<file path="src/hw/rtl/vfr_pkg.sv">
// shared constants and types of the velocity frame receiver
package vfr_pkg;

    localparam int unsigned BYTE_W      = 8;
    localparam int unsigned POS_W       = 4;
    localparam int unsigned SPEED_W     = 16;
    localparam int unsigned STATUS_W    = 2;
    localparam int unsigned S_TDATA_W   = 16;
    localparam int unsigned M_TDATA_W   = 56;
    localparam int unsigned SPEED_SR_W  = 3 * SPEED_W;
    localparam int unsigned M_USED_W    = STATUS_W + SPEED_SR_W;

    // frame layout
    localparam logic [POS_W-1:0] SPEED_FIRST = 4'd3;
    localparam logic [POS_W-1:0] SPEED_LAST  = 4'd8;
    localparam logic [POS_W-1:0] CHK_POS     = 4'd9;
    localparam logic [POS_W-1:0] TAIL_POS    = 4'd10;

    localparam logic [BYTE_W-1:0] HEADER_RESET = 8'd123;
    localparam logic [BYTE_W-1:0] TAIL_RESET   = 8'd125;

    typedef enum logic [0:0] {
        REG_HEADER = 1'b0,
        REG_TAIL   = 1'b1
    } cfg_reg_t;

    typedef enum logic [STATUS_W-1:0] {
        STATUS_OK      = 2'd0,
        STATUS_BAD_TAIL = 2'd1,
        STATUS_BAD_SUM  = 2'd2
    } frame_status_t;

endpackage

</file>
<file path="src/hw/rtl/velocity_frame_receiver.sv">
// velocity frame receiver: header/tail framed 11-byte command parser with xor checksum
//
//  channel   | direction | tdata fields (lsb first)                       | tuser
//  ----------+-----------+------------------------------------------------+------
//  s_ stream | in        | rx_byte[7:0], accept_enable[8], zero pad        | none
//  m_ stream | out       | frame_status[1:0], speed_x, speed_y, speed_z    | none
//  cfg write | in        | cfg_addr 0 header_byte, 1 tail_byte             | none
//
//  one item per cycle sustained while m_tready does not stall the output; an item enters
//  the input register, then one pass of logic updates the frame state and loads the result register
//  synchronous active-low reset clears position and valids and loads the header/tail registers with their defaults
//  a stalled result holds in the output register; the input register keeps taking items
//  as long as it is empty or the output register is empty or being drained
module velocity_frame_receiver (
    input  logic                              aclk,
    input  logic                              aresetn,
    // configuration write port
    input  logic                              cfg_wr_en,
    input  logic                              cfg_addr,
    input  logic [vfr_pkg::BYTE_W-1:0]        cfg_wdata,
    // input item stream
    input  logic                              s_tvalid,
    output logic                              s_tready,
    input  logic [vfr_pkg::S_TDATA_W-1:0]     s_tdata,   // rx_byte[7:0], accept_enable[8]
    // result item stream
    output logic                              m_tvalid,
    input  logic                              m_tready,
    output logic [vfr_pkg::M_TDATA_W-1:0]     m_tdata    // status[1:0], x[17:2], y[33:18], z[49:34]
);
    import vfr_pkg::*;

    // configuration registers
    logic [BYTE_W-1:0] header_reg;
    logic [BYTE_W-1:0] tail_reg;

    // input register
    logic              in_valid_reg, in_valid_next;
    logic [BYTE_W-1:0] in_byte_reg;
    logic              in_en_reg;

    // frame state
    logic [POS_W-1:0]      pos_reg, pos_next;
    logic [BYTE_W-1:0]     xor_reg, xor_next;
    logic                  chk_ok_reg, chk_ok_next;
    logic [SPEED_SR_W-1:0] speed_sr_reg, speed_sr_next;

    // result register
    logic                 out_valid_reg, out_valid_next;
    logic [M_USED_W-1:0]  out_data_reg, out_data_next;

    logic          out_can_take;
    logic          proc;
    logic          frame_done;
    frame_status_t status;

    // the output register can load when empty or when its item leaves this cycle
    assign out_can_take = !out_valid_reg || m_tready;
    assign s_tready     = !in_valid_reg || out_can_take;
    assign m_tvalid     = out_valid_reg;
    assign m_tdata      = {{(M_TDATA_W-M_USED_W){1'b0}}, out_data_reg};

    // a disabled byte passes through the input register with no effect
    assign proc       = in_valid_reg && out_can_take && in_en_reg;
    assign frame_done = proc && (pos_reg == TAIL_POS);

    always_comb begin
        pos_next      = pos_reg;
        xor_next      = xor_reg;
        chk_ok_next   = chk_ok_reg;
        speed_sr_next = speed_sr_reg;
        status        = STATUS_OK;

        if (proc) begin
            // running checksum over bytes 0..8, compared when byte 9 arrives
            if (pos_reg == '0) begin
                xor_next = in_byte_reg;
            end else if (pos_reg <= SPEED_LAST) begin
                xor_next = xor_reg ^ in_byte_reg;
            end
            if (pos_reg == CHK_POS) begin
                chk_ok_next = (in_byte_reg == xor_reg);
            end
            // bytes 3..8 shift in high byte first, leaving x on top and z at the bottom
            if (pos_reg >= SPEED_FIRST && pos_reg <= SPEED_LAST) begin
                speed_sr_next = {speed_sr_reg[SPEED_SR_W-BYTE_W-1:0], in_byte_reg};
            end

            // idle bytes stay at position zero unless they match the header
            if (frame_done) begin
                pos_next = '0;
            end else if (pos_reg != '0 || in_byte_reg == header_reg) begin
                pos_next = pos_reg + 4'd1;
            end else begin
                pos_next = '0;
            end
        end

        // tail check wins over checksum check
        priority if (in_byte_reg != tail_reg) begin
            status = STATUS_BAD_TAIL;
        end else if (!chk_ok_reg) begin
            status = STATUS_BAD_SUM;
        end else begin
            status = STATUS_OK;
        end
    end

    always_comb begin
        in_valid_next  = in_valid_reg;
        out_valid_next = out_valid_reg;
        out_data_next  = out_data_reg;
        if (s_tready) begin
            in_valid_next = s_tvalid;
        end
        if (out_can_take) begin
            out_valid_next = frame_done;
            if (status == STATUS_OK) begin
                // x lands right above the status, then y, then z
                out_data_next = {speed_sr_reg[SPEED_W-1:0],
                                 speed_sr_reg[2*SPEED_W-1:SPEED_W],
                                 speed_sr_reg[SPEED_SR_W-1:2*SPEED_W],
                                 status};
            end else begin
                out_data_next = {{SPEED_SR_W{1'b0}}, status};
            end
        end
    end

    // control state
    always_ff @(posedge aclk) begin
        if (!aresetn) begin
            header_reg    <= HEADER_RESET;
            tail_reg      <= TAIL_RESET;
            in_valid_reg  <= 1'b0;
            out_valid_reg <= 1'b0;
            pos_reg       <= '0;
        end else begin
            if (cfg_wr_en) begin
                unique case (cfg_reg_t'(cfg_addr))
                    REG_HEADER: header_reg <= cfg_wdata;
                    REG_TAIL:   tail_reg   <= cfg_wdata;
                    default:    header_reg <= header_reg;
                endcase
            end
            in_valid_reg  <= in_valid_next;
            out_valid_reg <= out_valid_next;
            pos_reg       <= pos_next;
        end
    end

    // payload registers
    always_ff @(posedge aclk) begin
        if (s_tready) begin
            in_byte_reg <= s_tdata[BYTE_W-1:0];
            in_en_reg   <= s_tdata[BYTE_W];
        end
        xor_reg      <= xor_next;
        chk_ok_reg   <= chk_ok_next;
        speed_sr_reg <= speed_sr_next;
        out_data_reg <= out_data_next;
    end

endmodule

</file>
<file path="config.mk">
export PLATFORM = sky130hd
export DESIGN_NAME = velocity_frame_receiver
export DESIGN_NICKNAME = d
export VERILOG_FILES = /design/src/hw/rtl/vfr_pkg.sv /design/src/hw/rtl/velocity_frame_receiver.sv
export SDC_FILE = /design/constraint.sdc
export NUM_CORES = 1
export LEC_CHECK = 0
export BUFFER_PORTS_ARGS = -buffer_cell sky130_fd_sc_hd__buf_2
export CAP_MARGIN = 20
export CORE_MARGIN = 2
export CORE_UTILIZATION = 51
export CTS_CLUSTER_DIAMETER = 50
export DETAILED_ROUTE_END_ITERATION = 10
export PLACE_DENSITY = 0.73
export SLEW_MARGIN = 20
export SYNTH_ARGS = -nofsm -noshare
export SYNTH_HDL_FRONTEND = slang
export SYNTH_SLANG_ARGS = --single-unit
</file>
<file path="constraint.sdc">
create_clock -name aclk -period 5.5 [get_ports aclk]
set_clock_uncertainty 0.15 [all_clocks]
set_input_delay 1.1 -clock aclk [delete_from_list [all_inputs] [get_ports aclk]]
set_output_delay 1.1 -clock aclk [all_outputs]
set_load 0.03 [all_outputs]
</file>
Word-level counts from Yosys, hierarchy flattened
Index checks and enable logic that the tools add are counted.
{"block": "totals", "reg_bits": 138, "inputBits": 30, "output_inout_bits": 58, "wordCells": 46}
{"block": "op_classes", "add_sub_neg": 1, "n_lt_le_gt_ge": 2, "n_eq_ne": 5, "n_mux": 6, "bitwise_logic": 2, "reduce_logical": 18}
{"op": "$eq 8x8->1", "n": 2}
{"op": "$mux 8", "n": 2}
{"op": "$reduce_and 2->1", "n": 5}
{"op": "$eq 4x4->1 const B", "n": 2}
{"op": "$mux 4", "n": 2}
{"op": "$ne 8x8->1", "n": 1}
{"op": "$xor 8x8->8", "n": 1}
{"op": "$add 4x1->4 const B", "n": 1}
{"op": "$ge 4x2->1 const B", "n": 1}
{"op": "$le 4x4->1 const B", "n": 1}
{"op": "$logic_and 1x1->1", "n": 4}
{"op": "$logic_not 4->1", "n": 1}
{"op": "$mux 2", "n": 2}
{"op": "$reduce_bool 4->1", "n": 1}
{"op": "$logic_or 1x1->1", "n": 3}
{"op": "$logic_not 1->1", "n": 2}
{"op": "$logic_not 2->1", "n": 1}
{"op": "$reduce_bool 2->1", "n": 1}
{"op": "$not 1->1", "n": 1}

Logic depth before layout (Yosys ltp)
{"block": "depth", "depth_word": 6, "mapped_depth": 7, "depth_no_buf": 6}

Least setup slack after synthesis
No wires, ideal clock.
{"block": "synth_path", "path_type": "input to register", "startpoint": "input m_tready", "endpoint": "register speed_sr_reg[0] (enable)", "setup_time_ns": 0.454, "arrival_ns": 4.537, "setup_slack_ns": 0.359, "path_stages": 4, "path_buffers": 0, "path_cell_list": "nor2b_1 inv_1 nand3_1 nor2_1"}
{"block": "synth_via", "elab_chain_cells": 4}
{"element": "from (decl)", "line_no": "velocity_frame_receiver.sv:27", "rtl": "input logic m_tready,"}
{"element": "$logic_or 1x1->1", "line_no": "velocity_frame_receiver.sv:57", "rtl": "assign out_can_take = !out_valid_reg || m_tready;"}
{"element": "$logic_and 1x1->1 (2 in a row)", "line_no": "velocity_frame_receiver.sv:63", "rtl": "assign proc = in_valid_reg && out_can_take && in_en_reg;"}
{"element": "$reduce_and 2->1 (no line)"}
{"element": "to (signal assigned)", "line_no": "velocity_frame_receiver.sv:159", "rtl": "speed_sr_reg <= speed_sr_next;"}
{"element": "to (decl)", "line_no": "velocity_frame_receiver.sv:45", "rtl": "logic [SPEED_SR_W-1:0] speed_sr_reg, speed_sr_next;"}
No other way between the ends.
A chain may end at the register's enable or synchronous reset.

Worst setup path after layout
{"block": "layout_path", "startpoint": "input m_tready", "endpoint": "output s_tready"}
{"block": "layout_via", "elab_chain_cells": 2}
{"element": "$logic_or 1x1->1", "line_no": "velocity_frame_receiver.sv:57"}
{"element": "$logic_or 1x1->1", "line_no": "velocity_frame_receiver.sv:58", "rtl": "assign s_tready = !in_valid_reg || out_can_take;"}
{"element": "to (decl)", "line_no": "velocity_frame_receiver.sv:23", "rtl": "output logic s_tready,"}
No other way between the ends.

==> results.sh <==
export IMPL_viasPerCell=4.84
export IMPL_numCtsBuffers=17
export IMPL_path_cells="buf_2 -> nor2b_1 -> nand2_1 -> buf_2"
export IMPL_grt_overflow_total=0
export IMPL_htreeDepth=4
export IMPL_drt_initial_drc_count=91
export IMPL_synthDistinctLibCells=34
export IMPL_vias=2802
export IMPL_dieWidth_microns=105
export IMPL_period_share_pct=63.3
export IMPL_syn_to_final_growth_pct=19.2
export IMPL_cts_hold_buf=0
export IMPL_holdPathStages=0
export IMPL_worst_path_stages=4
export IMPL_ir_drop_v=0.000166
export IMPL_start_util_pct=52.9
export IMPL_worstRegToRegCells=4
export IMPL_design_area_sq_um=6220
export IMPL_setup_tns_ns=0
export IMPL_setup_violations_final=0
export IMPL_root_buffer="clkbuf_8"
export IMPL_dr_pass1_iters=4
export IMPL_num_rows=36
export IMPL_synth_seq_cells=138
export IMPL_core_area_sq_um=9860
export IMPL_clock_latency_ns=0.50
export IMPL_die_h_microns=105
export IMPL_synth_most_common_cell="edfxtp_1"
export IMPL_final_util_pct=63.1
export IMPL_drc=0
export IMPL_yosysSeqAreaShare_pct=75.2
export IMPL_synth_area_leaders="edfxtp_1 (67%), dfxtp_1 (8.4%), and2_1 (3.8%), nand2_1 (3.4%), xnor2_1 (2.7%)"
export IMPL_antenna_found_initial=0
export IMPL_worstSetupPathType="in2out"
export IMPL_nets=467
export IMPL_status="finished, final reports clean"
export IMPL_wl_microns=8010
export IMPL_post_route_min_period_ns=3.48
export IMPL_worstPathRequired_ns=4.25
export IMPL_critPathLaunchType="primary input"
export IMPL_cts_sinks=138
export IMPL_dp_cells=547
export IMPL_timing_final_hold_violations=0
export IMPL_grt_max_degree=52
export IMPL_die_area_sq_um=11100
export IMPL_antenna_left=0
export IMPL_slew_headroom_pct=43.5
export IMPL_tightest_slew_ns=0.847
export IMPL_cts_tree="yes"
export IMPL_track_usage_pct=15.5
export IMPL_post_dp_cell_area_sq_um=5680
export IMPL_syn_area_sq_um=5220
export IMPL_cp_num_buf_inv=2
export IMPL_cpLargestDelayFamily="simple AND/OR/NAND/NOR gates"
export IMPL_total_leakage_power_nw=2.55
export IMPL_clkTransAtPathRegs_ns=0.06
export IMPL_yosysTopAreaCellShare_pct=66.7
export IMPL_fin_cells=579
export IMPL_ys_flop_type="edfxtp_1"
export IMPL_wire_per_inst_microns=13.8
export IMPL_portBuffers=74
export IMPL_routabilityCongestion=0.820
export IMPL_grt_pass1_wl_microns=13000
export IMPL_netlist_instances=350
export IMPL_clockBufferDepth=2
export IMPL_crit_slowest_cell="nand2_1"
export IMPL_post_route_cells_drive_above_1_share_pct=28.9
export IMPL_yosys_warnings=0
export IMPL_crit_arrival_ns=2.23
export IMPL_cts_setup_buffers=0
export IMPL_largest_register_ffs=50
export IMPL_async_flop_share_pct=0
export IMPL_synth_edf_count=116
export IMPL_power_density_nw_per_um2=357
export IMPL_n_antenna_cell=0
export IMPL_ios=88
export IMPL_total_power_mw=2.22
export IMPL_ff2ff_setup_slack_ns=3.28
export IMPL_synth_common_cells="edfxtp_1 (116), nand2_1 (47), and2_1 (32), dfxtp_1 (22)"
export IMPL_synth_avg_cell_area_sq_um=14.9
export IMPL_dp_hpwl_microns=5140
export IMPL_fmaxAchievable_mhz=287
export IMPL_hp_class="reg2reg"
export IMPL_cp_common_cell="buf_2"
export IMPL_critPathMaxFanout=10
export IMPL_max_stage_delay_ns=0.40
export IMPL_grt_pass1_vias=2696
export IMPL_grt_setup_unrepaired="false"
export IMPL_drv_cap=0
export IMPL_cp_end_kind="primary output"
export IMPL_ctsResizeCount=0
export IMPL_finalMaxSlewViolations=0
export IMPL_yosysTopAreaCell="edfxtp_1"
through the flow:
step | hold WS (ns) | setup WS [ns]
floorplan | 0.267 | 0.359
global placement | 0.269 | 2.06
detailed placement | 0.273 | 2.00
CTS | 0.287 | 1.99
global route | 0.290 | 1.91
finish | 0.282 | 2.02
routing by layer:
metal,part of all wire (%),vias up,global-route usage (%)
met1,44,1318,19.2
li1,-,1390,-
met5,0,-,0
met3,5.0,12,4.93
met4,1.5,0,7.62
met2,49,82,24.7
final timing paths:
check	from	endpoint
worst max-delay path	m_tready	s_tready
worst min-delay path	speed_sr_reg[23]	speed_sr_reg[31]
worst max register to register	pos_reg[3]	speed_sr_reg[6]
worst min register to register	speed_sr_reg[23]	speed_sr_reg[31]
power by group:
part	leakage, nW	internal (mW)	switching, mW
clock network	0.257	0.599	0.417
logic	0.888	0.0234	0.0331
registers	1.40	1.14	0.0141
layout by cell type, fill, tap and decap left out, types with 2 or more instances in the layout:
cell          n
edfxtp_1    116
buf_2        74
nand2_1      47
and2_1       32
dfxtp_1      22
and2_2       17
nand3_1      17
xor2_1       16
xnor2_1      16
clkbuf_16    16
nor2_1        9
a21oi_1       9
conb_1        6
nand4_1       4
ha_1          4
clkinvlp_4    4
clkinv_2      4
nor2b_1       3
clkinv_4      3
nand2b_1      2
inv_1         2
nor4_1        2
inv_6         2
buf_4         2
area by class of cell:
type / count / area [sq um]
timing repair buffer: 76 / 385
clock inverter: 14 / 124
sequential: 138 / 3920
tap: 133 / 166
inverter: 4 / 15.0
clock buffer: 18 / 418
multi-input combinational: 196 / 1190
fill: 761 / 3640
cell families after synthesis:
logic type,Yosys count,share of synthesized area [%]
adders and majority gates,4,0.959
buffers and inverters,21,2.56
and+or+nand+nor,139,14.1
DFF,138,75.2
other,1,0.0718
AOI/OAI and AO/OA,15,1.75
xor gates and xnor gates,32,5.37
No activity file was read; power rests on OpenSTA's default activity.
